--- src/hw/rtl/lrab_pkg.sv ---
package lrab_pkg;

    // result status codes
    typedef enum logic [2:0] {
        ST_READY      = 3'd0,
        ST_FETCH      = 3'd1,
        ST_ERROR      = 3'd2,
        ST_BUSY       = 3'd3,
        ST_UNEXPECTED = 3'd4
    } t_status;

    // input item kinds
    typedef enum logic {
        KIND_REQUEST = 1'b0,
        KIND_OUTCOME = 1'b1
    } t_kind;

    localparam int unsigned LBA_W    = 32;
    localparam int unsigned WIN_W    = 3;
    localparam int unsigned OFF_W    = 8;
    localparam int unsigned FCNT_W   = 9;
    localparam int unsigned APB_DW   = 32;
    localparam int unsigned APB_AW   = 2;

    // register byte addresses
    localparam logic [APB_AW-1:0] ADDR_DISK_END = 2'd0;

endpackage

--- src/hw/rtl/lrab_if.sv ---
interface lrab_req_if;
    logic                       valid;
    logic                       ready;
    logic                       kind;
    logic [lrab_pkg::LBA_W-1:0] lba;
    logic                       fetch_ok;

    modport source (output valid, output kind, output lba, output fetch_ok, input ready);
    modport sink   (input valid, input kind, input lba, input fetch_ok, output ready);
endinterface

interface lrab_rsp_if;
    logic                        valid;
    logic                        ready;
    logic [2:0]                  status;
    logic [lrab_pkg::WIN_W-1:0]  window;
    logic [lrab_pkg::OFF_W-1:0]  sector_offset;
    logic [lrab_pkg::LBA_W-1:0]  fetch_lba;
    logic [lrab_pkg::FCNT_W-1:0] fetch_count;

    modport source (output valid, output status, output window, output sector_offset,
                    output fetch_lba, output fetch_count, input ready);
    modport sink   (input valid, input status, input window, input sector_offset,
                    input fetch_lba, input fetch_count, output ready);
endinterface

--- src/hw/rtl/lru_read_ahead_window_buffer_core.sv ---
// a request or fetch outcome appears at the result register in the cycle after it is taken
// throughput: one transaction per cycle; tag compare and victim pick settle in a single pass
// a new transaction is taken whenever the result register is empty or is drained that cycle
// reset (synchronous, active low) empties all windows, clears ages, use clock and pending fetch
// the disk end register resets to zero, so the end-of-disk clamp starts disabled
module lru_read_ahead_window_buffer_core #(
    parameter int unsigned WINDOW_SECTORS = 64,
    parameter int unsigned NUM_WINDOWS    = 2
) (
    input  logic                           i_clk,
    input  logic                           i_rst_n,
    lrab_req_if.sink                       i_req,
    lrab_rsp_if.source                     o_rsp,
    input  logic                           psel,
    input  logic                           penable,
    input  logic                           pwrite,
    input  logic [lrab_pkg::APB_AW-1:0]    paddr,
    input  logic [lrab_pkg::APB_DW-1:0]    pwdata,
    output logic [lrab_pkg::APB_DW-1:0]    prdata,
    output logic                           pready
);
    import lrab_pkg::*;

    localparam int unsigned FILL_W = $clog2(WINDOW_SECTORS + 1);
    localparam int unsigned IDX_W  = $clog2(NUM_WINDOWS);

    // window state
    logic [LBA_W-1:0]  r_win_start [NUM_WINDOWS];
    logic [FILL_W-1:0] r_win_fill  [NUM_WINDOWS];
    logic [LBA_W-1:0]  r_win_age   [NUM_WINDOWS];
    logic [LBA_W-1:0]  n_win_start [NUM_WINDOWS];
    logic [FILL_W-1:0] n_win_fill  [NUM_WINDOWS];
    logic [LBA_W-1:0]  n_win_age   [NUM_WINDOWS];
    logic [LBA_W-1:0]  r_use_clock, n_use_clock;
    logic              r_pending, n_pending;
    logic [LBA_W-1:0]  r_pend_start, n_pend_start;
    logic [FILL_W-1:0] r_pend_count, n_pend_count;
    logic [IDX_W-1:0]  r_pend_win, n_pend_win;
    logic [LBA_W-1:0]  r_disk_end;

    // result register
    logic              r_o_valid;
    t_status           r_o_status, n_o_status;
    logic [WIN_W-1:0]  r_o_window, n_o_window;
    logic [OFF_W-1:0]  r_o_off, n_o_off;
    logic [LBA_W-1:0]  r_o_flba, n_o_flba;
    logic [FCNT_W-1:0] r_o_fcnt, n_o_fcnt;

    logic              acc;
    logic              cfg_wr;
    logic [LBA_W-1:0]  diff [NUM_WINDOWS];
    logic              hit  [NUM_WINDOWS];
    logic              hit_found;
    logic [IDX_W-1:0]  hit_idx;
    logic [IDX_W-1:0]  victim;
    logic [LBA_W-1:0]  last_diff;
    logic              clamp;
    logic [FILL_W-1:0] count;

    assign i_req.ready = !r_o_valid || o_rsp.ready;
    assign acc         = i_req.valid && i_req.ready;

    assign pready = 1'b1;
    assign cfg_wr = psel && penable && pwrite && (paddr == ADDR_DISK_END);
    assign prdata = (paddr == ADDR_DISK_END) ? r_disk_end : '0;

    assign o_rsp.valid         = r_o_valid;
    assign o_rsp.status        = r_o_status;
    assign o_rsp.window        = r_o_window;
    assign o_rsp.sector_offset = r_o_off;
    assign o_rsp.fetch_lba     = r_o_flba;
    assign o_rsp.fetch_count   = r_o_fcnt;

    always_comb begin
        for (int i = 0; i < NUM_WINDOWS; i++) begin
            diff[i] = i_req.lba - r_win_start[i];
            hit[i]  = (r_win_fill[i] != '0) && (i_req.lba >= r_win_start[i])
                      && (diff[i] < LBA_W'(r_win_fill[i]));
        end
        hit_found = 1'b0;
        hit_idx   = '0;
        for (int i = 0; i < NUM_WINDOWS; i++) begin
            if (!hit_found && hit[i]) begin
                hit_found = 1'b1;
                hit_idx   = IDX_W'(i);
            end
        end
        // first window holding the strictly smallest age
        victim = '0;
        for (int i = 1; i < NUM_WINDOWS; i++) begin
            if (r_win_age[i] < r_win_age[victim]) begin
                victim = IDX_W'(i);
            end
        end
        last_diff = r_disk_end - i_req.lba;
        clamp     = (r_disk_end != '0) && (i_req.lba <= r_disk_end)
                    && (last_diff < LBA_W'(WINDOW_SECTORS - 1));
        count     = clamp ? FILL_W'(last_diff + LBA_W'(1)) : FILL_W'(WINDOW_SECTORS);
    end

    always_comb begin
        n_win_start  = r_win_start;
        n_win_fill   = r_win_fill;
        n_win_age    = r_win_age;
        n_use_clock  = r_use_clock;
        n_pending    = r_pending;
        n_pend_start = r_pend_start;
        n_pend_count = r_pend_count;
        n_pend_win   = r_pend_win;
        n_o_status   = ST_READY;
        n_o_window   = '0;
        n_o_off      = '0;
        n_o_flba     = '0;
        n_o_fcnt     = '0;
        if (i_req.kind == KIND_OUTCOME) begin
            if (!r_pending) begin
                n_o_status = ST_UNEXPECTED;
            end else if (i_req.fetch_ok) begin
                n_win_start[r_pend_win] = r_pend_start;
                n_win_fill[r_pend_win]  = r_pend_count;
                n_use_clock             = r_use_clock + LBA_W'(1);
                n_win_age[r_pend_win]   = n_use_clock;
                n_pending               = 1'b0;
                n_o_status              = ST_READY;
                n_o_window              = WIN_W'(r_pend_win);
            end else if (r_pend_count > FILL_W'(1)) begin
                // retry the failed multi-sector fetch as a single-sector fetch of its first sector
                n_pend_count = FILL_W'(1);
                n_o_status   = ST_FETCH;
                n_o_window   = WIN_W'(r_pend_win);
                n_o_flba     = r_pend_start;
                n_o_fcnt     = FCNT_W'(1);
            end else begin
                n_pending  = 1'b0;
                n_o_status = ST_ERROR;
                n_o_window = WIN_W'(r_pend_win);
            end
        end else if (r_pending) begin
            n_o_status = ST_BUSY;
        end else if (hit_found) begin
            n_use_clock         = r_use_clock + LBA_W'(1);
            n_win_age[hit_idx]  = n_use_clock;
            n_o_status          = ST_READY;
            n_o_window          = WIN_W'(hit_idx);
            n_o_off             = OFF_W'(diff[hit_idx]);
        end else begin
            n_win_fill[victim] = '0;
            n_pending          = 1'b1;
            n_pend_start       = i_req.lba;
            n_pend_count       = count;
            n_pend_win         = victim;
            n_o_status         = ST_FETCH;
            n_o_window         = WIN_W'(victim);
            n_o_flba           = i_req.lba;
            n_o_fcnt           = FCNT_W'(count);
        end
    end

    always_ff @(posedge i_clk) begin
        if (!i_rst_n) begin
            for (int i = 0; i < NUM_WINDOWS; i++) begin
                r_win_start[i] <= '0;
                r_win_fill[i]  <= '0;
                r_win_age[i]   <= '0;
            end
            r_use_clock  <= '0;
            r_pending    <= 1'b0;
            r_pend_start <= '0;
            r_pend_count <= '0;
            r_pend_win   <= '0;
            r_disk_end   <= '0;
            r_o_valid    <= 1'b0;
        end else begin
            if (cfg_wr) begin
                r_disk_end <= pwdata;
            end
            if (acc) begin
                r_win_start  <= n_win_start;
                r_win_fill   <= n_win_fill;
                r_win_age    <= n_win_age;
                r_use_clock  <= n_use_clock;
                r_pending    <= n_pending;
                r_pend_start <= n_pend_start;
                r_pend_count <= n_pend_count;
                r_pend_win   <= n_pend_win;
                r_o_valid    <= 1'b1;
            end else if (o_rsp.ready) begin
                r_o_valid <= 1'b0;
            end
        end
    end

    always_ff @(posedge i_clk) begin
        if (acc) begin
            r_o_status <= n_o_status;
            r_o_window <= n_o_window;
            r_o_off    <= n_o_off;
            r_o_flba   <= n_o_flba;
            r_o_fcnt   <= n_o_fcnt;
        end
    end

    a_result_after_accept: assert property (@(posedge i_clk) disable iff (!i_rst_n)
        acc |=> r_o_valid)
        else $error("accepted transaction produced no result");

    a_pending_holds: assert property (@(posedge i_clk) disable iff (!i_rst_n)
        (r_pending && !(acc && i_req.kind == KIND_OUTCOME)) |=> r_pending)
        else $error("pending fetch dropped without an outcome");

    a_clock_only_on_ready: assert property (@(posedge i_clk) disable iff (!i_rst_n)
        (r_use_clock != $past(r_use_clock)) |-> ($past(acc) && r_o_status == ST_READY))
        else $error("use clock advanced without a ready result");

    a_fetch_nonzero: assert property (@(posedge i_clk) disable iff (!i_rst_n)
        (r_o_valid && r_o_status == ST_FETCH) |-> (r_o_fcnt != '0))
        else $error("fetch issued with zero sectors");

endmodule
--- src/flat_wrapper.sv ---
// flat-port wrapper written by rule: the top's interface ports become plain ports
module lru_read_ahead_window_buffer_core_flat import lrab_pkg::*;
#(
    parameter int unsigned WINDOW_SECTORS = 64,
    parameter int unsigned NUM_WINDOWS    = 2
)
  (i_clk, i_rst_n, psel, penable, pwrite, paddr, pwdata, prdata, pready, i_req_valid, i_req_kind, i_req_lba, i_req_fetch_ok, i_req_ready, o_rsp_valid, o_rsp_status, o_rsp_window, o_rsp_sector_offset, o_rsp_fetch_lba, o_rsp_fetch_count, o_rsp_ready);
  lrab_req_if i_req_i ();
  lrab_rsp_if o_rsp_i ();
  input  logic i_clk;
  input  logic i_rst_n;
  input  logic psel;
  input  logic penable;
  input  logic pwrite;
  input  logic [lrab_pkg::APB_AW-1:0] paddr;
  input  logic [lrab_pkg::APB_DW-1:0] pwdata;
  output logic [lrab_pkg::APB_DW-1:0] prdata;
  output logic pready;
  input wire logic [$bits(i_req_i.valid)-1:0] i_req_valid;
  input wire logic [$bits(i_req_i.kind)-1:0] i_req_kind;
  input wire logic [$bits(i_req_i.lba)-1:0] i_req_lba;
  input wire logic [$bits(i_req_i.fetch_ok)-1:0] i_req_fetch_ok;
  output wire logic [$bits(i_req_i.ready)-1:0] i_req_ready;
  output wire logic [$bits(o_rsp_i.valid)-1:0] o_rsp_valid;
  output wire logic [$bits(o_rsp_i.status)-1:0] o_rsp_status;
  output wire logic [$bits(o_rsp_i.window)-1:0] o_rsp_window;
  output wire logic [$bits(o_rsp_i.sector_offset)-1:0] o_rsp_sector_offset;
  output wire logic [$bits(o_rsp_i.fetch_lba)-1:0] o_rsp_fetch_lba;
  output wire logic [$bits(o_rsp_i.fetch_count)-1:0] o_rsp_fetch_count;
  input wire logic [$bits(o_rsp_i.ready)-1:0] o_rsp_ready;
  assign i_req_i.valid = i_req_valid;
  assign i_req_i.kind = i_req_kind;
  assign i_req_i.lba = i_req_lba;
  assign i_req_i.fetch_ok = i_req_fetch_ok;
  assign i_req_ready = i_req_i.ready;
  assign o_rsp_valid = o_rsp_i.valid;
  assign o_rsp_status = o_rsp_i.status;
  assign o_rsp_window = o_rsp_i.window;
  assign o_rsp_sector_offset = o_rsp_i.sector_offset;
  assign o_rsp_fetch_lba = o_rsp_i.fetch_lba;
  assign o_rsp_fetch_count = o_rsp_i.fetch_count;
  assign o_rsp_i.ready = o_rsp_ready;
  lru_read_ahead_window_buffer_core #(.WINDOW_SECTORS(WINDOW_SECTORS), .NUM_WINDOWS(NUM_WINDOWS)) u_core (.i_clk(i_clk), .i_rst_n(i_rst_n), .i_req(i_req_i), .o_rsp(o_rsp_i), .psel(psel), .penable(penable), .pwrite(pwrite), .paddr(paddr), .pwdata(pwdata), .prdata(prdata), .pready(pready));
endmodule
--- config.mk ---
export PLATFORM = sky130hd
export DESIGN_NAME = lru_read_ahead_window_buffer_core_flat
export DESIGN_NICKNAME = d
export VERILOG_FILES = /design/src/hw/rtl/lrab_pkg.sv /design/src/hw/rtl/lrab_if.sv /design/src/hw/rtl/lru_read_ahead_window_buffer_core.sv /design/src/flat_wrapper.sv
export SDC_FILE = /design/constraint.sdc
export NUM_CORES = 1
export LEC_CHECK = 0
export ABC_AREA = 1
export BUFFER_PORTS_ARGS = -buffer_cell sky130_fd_sc_hd__buf_2
export CORE_UTILIZATION = 49
export DETAILED_ROUTE_END_ITERATION = 8
export PLACE_DENSITY_LB_ADDON = 0.12
export SYNTH_ARGS = -nofsm -noshare
export SYNTH_HDL_FRONTEND = slang
export SYNTH_SLANG_ARGS = --single-unit
--- constraint.sdc ---
create_clock -name i_clk -period 6.5 [get_ports i_clk]
set_input_delay 0.65 -clock i_clk [delete_from_list [all_inputs] [get_ports i_clk]]
set_output_delay 0.65 -clock i_clk [all_outputs]
set_load 0.02 [all_outputs]
# Word level (Yosys, flattened, before mapping)
# Index checks and enable logic that the tools add are counted.
dict set report word_totals {
  out_inout_bits 90
  ram_bits 0
  mem_bits_ro 0
  mem_count 0
  latchBits 0
  reg_bits 303
  wordCells 152
}
dict set report classes {
  mux 72
  div 0
  n_lt_le_gt_ge 14
  bitwise_logic 8
  n_eq_ne 6
  n_shift 0
  n_reduce_logical 29
  mul 0
  n_addsub 5
}
# cell count
set op_table {}
lappend op_table {{two-way mux 32 bit} 14}
lappend op_table {{two-way mux 64 bit} 5}
lappend op_table {{bitwise mux 64 bit} 3}
lappend op_table {{subtractor 32 bit} 3}
lappend op_table {{two-way mux 14 bit} 5}
lappend op_table {{two-way mux 7 bit} 10}
lappend op_table {{demux 32 bit (select 1 bit)} 2}
lappend op_table {{greater-or-equal comparator 32 bit} 2}
lappend op_table {{less-than comparator 32 x 7 -> 1 bit} 2}
lappend op_table {{two-way mux 9 bit} 4}
lappend op_table {{adder 32 x 1 -> 32 bit (second input constant)} 1}
lappend op_table {{less-or-equal comparator 32 bit} 1}
lappend op_table {{less-than comparator 32 bit} 1}
lappend op_table {{less-than comparator 32 x 6 -> 1 bit (second input constant)} 1}
lappend op_table {{nonzero test 32 bit} 1}
lappend op_table {{two-way mux 8 bit} 3}
lappend op_table {{two-way mux 3 bit} 6}
lappend op_table {{two-way mux 1 bit} 16}
lappend op_table {{AND 14 bit} 1}
lappend op_table {{bitwise mux 14 bit} 1}
lappend op_table {{demux 7 bit (select 1 bit)} 2}
lappend op_table {{logical AND 1 bit} 14}
lappend op_table {{NOT 14 bit} 1}
lappend op_table {{nonzero test 7 bit} 2}
lappend op_table {{17 further kinds} 33}

# Logic depth before layout (Yosys ltp)
dict set report depth {
  word_depth 16
  depth_mapped 27
  ltp_nobuf 26
}

# Least setup slack after synthesis
# Ideal clock, no wire load.
dict set report synth_timing {
  path_type {input-to-reg}
  start {input i_req_lba[0]}
  end {register u_core.r_o_flba[25] (netlist: u_core.o_rsp.fetch_lba[25]), data pin}
  setup_time_ns 0.266
  path_slack_ns 2.918
  arrival_time_ns 3.316
  stages 21
  required_time_ns 6.234
  cell_sequence {inv_1 ha_1 fa_1 inv_1 nand2_1 nand2_1 and2_1 xor2_1 ha_1 nand3_1 nand2_1 nand2_1 nand2_1 nor2_1 nand4_1 nor2_4 a31oi_4 nand2_1 buf_2 buf_2 o22ai_1}
}
dict set report synth_between {
  elab_chain_cells 10
}
# element line_no
set synth_rtl {}
lappend synth_rtl {{from (decl)} flat_wrapper.sv:21} ;# input wire logic [$bits(i_req_i.lba)-1:0] i_req_lba;
lappend synth_rtl {{subtractor 32 bit or greater-or-equal comparator 32 bit (tied branches)} {lru_read_ahead_window_buffer_core.sv:76, lru_read_ahead_window_buffer_core.sv:77}}
lappend synth_rtl {{less-than comparator 32 x 7 -> 1 bit or logical AND 1 bit (tied branches)} {lru_read_ahead_window_buffer_core.sv:78, lru_read_ahead_window_buffer_core.sv:77}}
lappend synth_rtl {{logical AND 1 bit} lru_read_ahead_window_buffer_core.sv:78} ;# && (diff[i] < LBA_W'(r_win_fill[i]));
lappend synth_rtl {{two-way mux 1 bit} lru_read_ahead_window_buffer_core.sv:83} ;# if (!hit_found && hit[i]) begin
lappend synth_rtl {{logical NOT 1 bit} lru_read_ahead_window_buffer_core.sv:83}
lappend synth_rtl {{logical AND 1 bit} lru_read_ahead_window_buffer_core.sv:83}
lappend synth_rtl {{two-way mux 1 bit *} lru_read_ahead_window_buffer_core.sv:83}
lappend synth_rtl {{two-way mux 32 bit *} lru_read_ahead_window_buffer_core.sv:140} ;# end else if (hit_found) begin
lappend synth_rtl {{two-way mux 32 bit *} lru_read_ahead_window_buffer_core.sv:138} ;# end else if (r_pending) begin
lappend synth_rtl {{two-way mux 32 bit *} lru_read_ahead_window_buffer_core.sv:115} ;# if (i_req.kind == KIND_OUTCOME) begin
lappend synth_rtl {{named net u_core.n_o_flba[25]} lru_read_ahead_window_buffer_core.sv:46} ;# logic [LBA_W-1:0] r_o_flba, n_o_flba;
lappend synth_rtl {{to (signal assigned)} lru_read_ahead_window_buffer_core.sv:198} ;# r_o_flba <= n_o_flba;
lappend synth_rtl {{to (decl)} lru_read_ahead_window_buffer_core.sv:46}
# The timed path passes the listed nets; every way through them passes the cells marked *.
# A chain may end at the register's enable or synchronous reset.

# Worst setup path after layout
dict set report layout_timing {
  start {register u_core.r_win_start[0] (netlist name)}
  end {register u_core.r_win_age[60] (netlist name)}
}
dict set report layout_between {
  elab_chain_cells 14
}
# element line_no
set layout_rtl {}
lappend layout_rtl {{from (decl)} lru_read_ahead_window_buffer_core.sv:28} ;# logic [LBA_W-1:0] r_win_start [NUM_WINDOWS];
lappend layout_rtl {{from (signal assigned)} lru_read_ahead_window_buffer_core.sv:178} ;# r_win_start <= n_win_start;
lappend layout_rtl {{subtractor 32 bit or greater-or-equal comparator 32 bit (tied branches)} {lru_read_ahead_window_buffer_core.sv:76, lru_read_ahead_window_buffer_core.sv:77}}
lappend layout_rtl {{less-than comparator 32 x 7 -> 1 bit or logical AND 1 bit (tied branches)} {lru_read_ahead_window_buffer_core.sv:78, lru_read_ahead_window_buffer_core.sv:77}}
lappend layout_rtl {{logical AND 1 bit *} lru_read_ahead_window_buffer_core.sv:78}
lappend layout_rtl {{logical AND 1 bit *} lru_read_ahead_window_buffer_core.sv:83}
lappend layout_rtl {{two-way mux 1 bit} lru_read_ahead_window_buffer_core.sv:83}
lappend layout_rtl {{NOT 1 -> 2 bit (implied by the code)} lru_read_ahead_window_buffer_core.sv:142} ;# n_win_age[hit_idx] = n_use_clock;
lappend layout_rtl {{greater-or-equal comparator 2 bit (implied by the code) or less-than comparator 2 x 1 -> 1 bit (tied branches)} lru_read_ahead_window_buffer_core.sv:142}
lappend layout_rtl {{logical AND 1 bit (implied by the code)} lru_read_ahead_window_buffer_core.sv:142}
lappend layout_rtl {{two-way mux 32 bit (implied by the code)} lru_read_ahead_window_buffer_core.sv:142}
lappend layout_rtl {{demux 32 bit (select 1 bit)} lru_read_ahead_window_buffer_core.sv:142}
lappend layout_rtl {{bitwise mux 64 bit} lru_read_ahead_window_buffer_core.sv:142}
lappend layout_rtl {{two-way mux 64 bit} lru_read_ahead_window_buffer_core.sv:140}
lappend layout_rtl {{two-way mux 64 bit} lru_read_ahead_window_buffer_core.sv:138}
lappend layout_rtl {{two-way mux 64 bit} lru_read_ahead_window_buffer_core.sv:115}
lappend layout_rtl {{to (signal assigned)} lru_read_ahead_window_buffer_core.sv:180} ;# r_win_age <= n_win_age;
lappend layout_rtl {{to (decl)} lru_read_ahead_window_buffer_core.sv:30} ;# logic [LBA_W-1:0] r_win_age [NUM_WINDOWS];
# Mark *: on every way between the ends. The rest lies on a longest branch, timed or not. The select of a mux whose other input is x is not followed.

==> results.ini <==
[cts]
cts_buffer_depth=3
ctsResizeCount=0
cts.clk_slew.worst_paths_ns=0.06
cts_tree=built
cts-hold-fix-buffers=0
cts_sinks=299
cts-root-buf=clkbuf_16
post_cts_buffers=0
cts_made_buffers=36
clk_latency_ns=0.57
cts-htree-levels=2

[grt]
grt_pass1_wl_microns=113000
antenna_found_initial=2
grt_pass1_vias=20300
track_usage_pct=32.4
grt-ovfl-total=0
grt_max_degree=108

[route]
detail-route-antenna-nets=0
drc=0
vias=22600
firstDrtPassIters=5
vias_per_cell=5.25
wire_per_inst_microns=17.3
drt_iter0_markers=1888
wirelength_microns=74600

[worst_setup_path]
reg2reg_depth=23
r2r-end=u_core.r_win_age[60]
cp.required_ns=7.00
path_max_fanout=55
cp-end-kind=register
startpoint_type=register
reg2reg_from=u_core.r_win_start[0]
critPathArrivalTime_ns=4.97
path_class=reg2reg
r2r_slack_ns=2.03

[final_layout]
fillerInstances=4514
antenna_cells=0
final_nets=3910
layout.cells.non_filler=4309
syn2layout_area_growth_pct=10.9
final_util_pct=55.1
drive_above_1_share_pct=7.75

[timing]
fmax_mhz=224
grt_setup_unrepaired=false
setup-violations-final=0
slew_violations=0
whs_ns=0.368
final_hold_viol_count=0
tns_ns=0
clock_skew_ns=0.0160
tightest_slew_ns=1.25
period_needed_ns=4.47
min_period_over_period_pct=68.8
max_slew_margin_pct=16.7

[worst_hold_path]
min-delay-start=pwdata[11]
whs_path_depth=3
min_path_type=in2reg
hold-path-endpoint=u_core.r_disk_end[11]

[pwr]
peakVddDrop_v=0.000207
p_leak_nw=12.6
p_per_area_nw_per_um2=213
power_mw=5.19

[floorplanning]
start_util_pct=49.6
die_h_microns=214
rows=77
core_area_sq_um=44200
die_w_microns=214
die-area_sq_um=45700
io_pins=165

[logic_synthesis]
yosys_warnings=0
syn-cell-area_sq_um=22000
netlist_instances=3569
synth_ff_type=dfxtp_1
yosysSeqAreaShare_pct=29.6
synth_edf_count=51
synth-seq-cells=299
postSynthAreaPerCell_sq_um=6.15
async_flop_share_pct=0
ys_types=51

[place]
gp_congestion=0.998
dp_cells=4243
port_buffers=159
dp_hpwl_microns=59900

[run_status]
status=completed

[flow_run]
cap_violations=0

-- kinds of logic (layout without fill, tap and decap cells) --
group,count (synthesis),in the layout,synth area share (%)
compound gates,503,503,12.1
xor+xnor,47,47,1.88
fa+ha+maj,146,146,8.42
buf+inv,764,908,13.5
flops,299,299,29.6
other cells,2,6,0.0342
simple gates,1808,1808,34.5
-- worst max-delay path, stage by stage, from the launching register on --
cell      delay (ns)
dfxtp_1         0.33
ha_1            0.21
fa_1            0.41
inv_1           0.11
nand2_1         0.06
nand3_1         0.14
xor2_1          0.11
ha_1            0.18
o21bai_1        0.18
a21oi_1         0.13
nand2_1         0.08
nor2_1          0.09
nand2_1         0.05
nor2_1          0.20
nand3_1         0.12
nor2_1          0.10
nand2_1         0.15
nand3_2         0.22
nand2_4         0.37
inv_4           0.41
nand2_8         0.29
nand2_1         0.19
nand2_1         0.09
nor2_1          0.14
-- cell type report --
cell class,count,area [sq um],share of cell area (%)
clock buffers,47,972,3.99
clock inverters,19,228,0.935
inverters,673,2530,10.4
multi-input cells,2510,12500,51.4
flip-flops and latches,299,6500,26.7
well taps,592,741,3.04
repair buffers,169,873,3.59
-- power by group --
| group | internal [mW] | switching (mW) | leakage [nW] |
|---|---|---|---|
| Combinational | 0.326 | 0.753 | 9.45 |
| Sequential | 1.97 | 0.0513 | 2.53 |
| Clock | 1.23 | 0.863 | 0.589 |
| Total | 3.52 | 1.67 | 12.6 |
-- registers in the layout, summed over array words and instances (netlist names) --
| name | cells |
|---|---|
| u_core.o_rsp.fetch_lba | 32 |
| u_core.r_pend_count | 7 |
| u_core.o_rsp.window | 1 |
| u_core.r_win_fill | 14 |
| u_core.o_rsp.fetch_count | 7 |
| u_core.r_win_age | 64 |
| u_core.r_use_clock | 32 |
| u_core.r_win_start | 64 |
| u_core.o_rsp.valid | 1 |
| u_core.r_disk_end | 32 |
| u_core.r_pending | 1 |
| u_core.o_rsp.status | 3 |
| u_core.o_rsp.sector_offset | 8 |
| u_core.r_pend_start | 32 |
| u_core.r_pend_win | 1 |
-- worst max-delay path by stage --
stage,from,end,slack (ns)
finish,u_core.r_win_start[0],u_core.r_win_age[60],2.03
detailed placement,i_req_lba[1],u_core.r_win_age[60],1.58
global route,u_core.r_win_start[5],u_core.r_win_age[60],1.60
floorplan,i_req_lba[0],u_core.o_rsp.fetch_lba[25],2.92
CTS,u_core.r_win_start[0],u_core.r_win_age[60],2.11
global placement,i_req_lba[1],u_core.r_win_age[44],1.72
-- placed cells by master (no fill, tap or decap), types with 14 or more instances in the layout --
cell / count
nand2_1: 991
inv_1: 660
nor2_1: 430
a21oi_1: 262
dfxtp_1: 248
nand3_1: 207
o21ai_0: 165
buf_2: 158
ha_1: 143
nand4_1: 61
edfxtp_1: 51
nor3_1: 39
clkbuf_16: 36
xor2_1: 33
o22ai_1: 33
nand2_2: 23
xnor2_1: 14
-- layer usage --
layer	global-route usage, %	wire (microns)	vias to the layer above
met5	0	21	-
met4	12.1	2590	4
met3	4.01	5130	136
met2	52.8	33700	791
met1	43.6	33100	10200
li1	-	-	11500
-- synthesized netlist by cell type, types with 2 or more instances --
master,count,area share (%)
a211oi_1,4,0.14
a21o_1,2,0.068
a21oi_1,262,6.0
a21oi_2,3,0.12
a31oi_1,3,0.085
and2_1,2,0.057
buf_1,3,0.051
buf_2,19,0.43
buf_4,12,0.41
buf_6,3,0.15
clkbuf_1,54,0.92
clkinv_1,3,0.051
conb_1,2,0.034
dfxtp_1,248,23
edfxtp_1,51,7.0
fa_1,3,0.27
ha_1,143,8.2
inv_1,661,11
inv_2,7,0.12
inv_4,2,0.057
nand2_1,992,17
nand2_2,22,0.63
nand2_4,2,0.10
nand3_1,207,4.7
nand3_2,5,0.23
nand3_4,2,0.16
nand3b_1,12,0.41
nand4_1,61,1.7
nor2_1,431,7.4
nor2_2,9,0.26
nor2_4,6,0.31
nor3_1,39,0.89
nor3b_1,2,0.068
nor4_1,11,0.31
o2111ai_1,2,0.080
o211ai_1,4,0.14
o21a_1,2,0.068
o21ai_0,165,3.8
o21ai_1,10,0.23
o21bai_1,8,0.27
o221ai_1,2,0.080
o22ai_1,33,0.94
or2_1,2,0.057
xnor2_1,14,0.56
xor2_1,33,1.3
-- per-stage QoR --
stage	instance area [sq um]	setup WS, ns
3_5_place_dp	23200	1.58
2_1_floorplan	22000	2.92
3_3_place_gp	23200	1.72
6_report	24400	2.03
4_1_cts	24400	2.11
5_1_grt	24400	1.60
No activity file was read; power rests on OpenSTA's default activity.
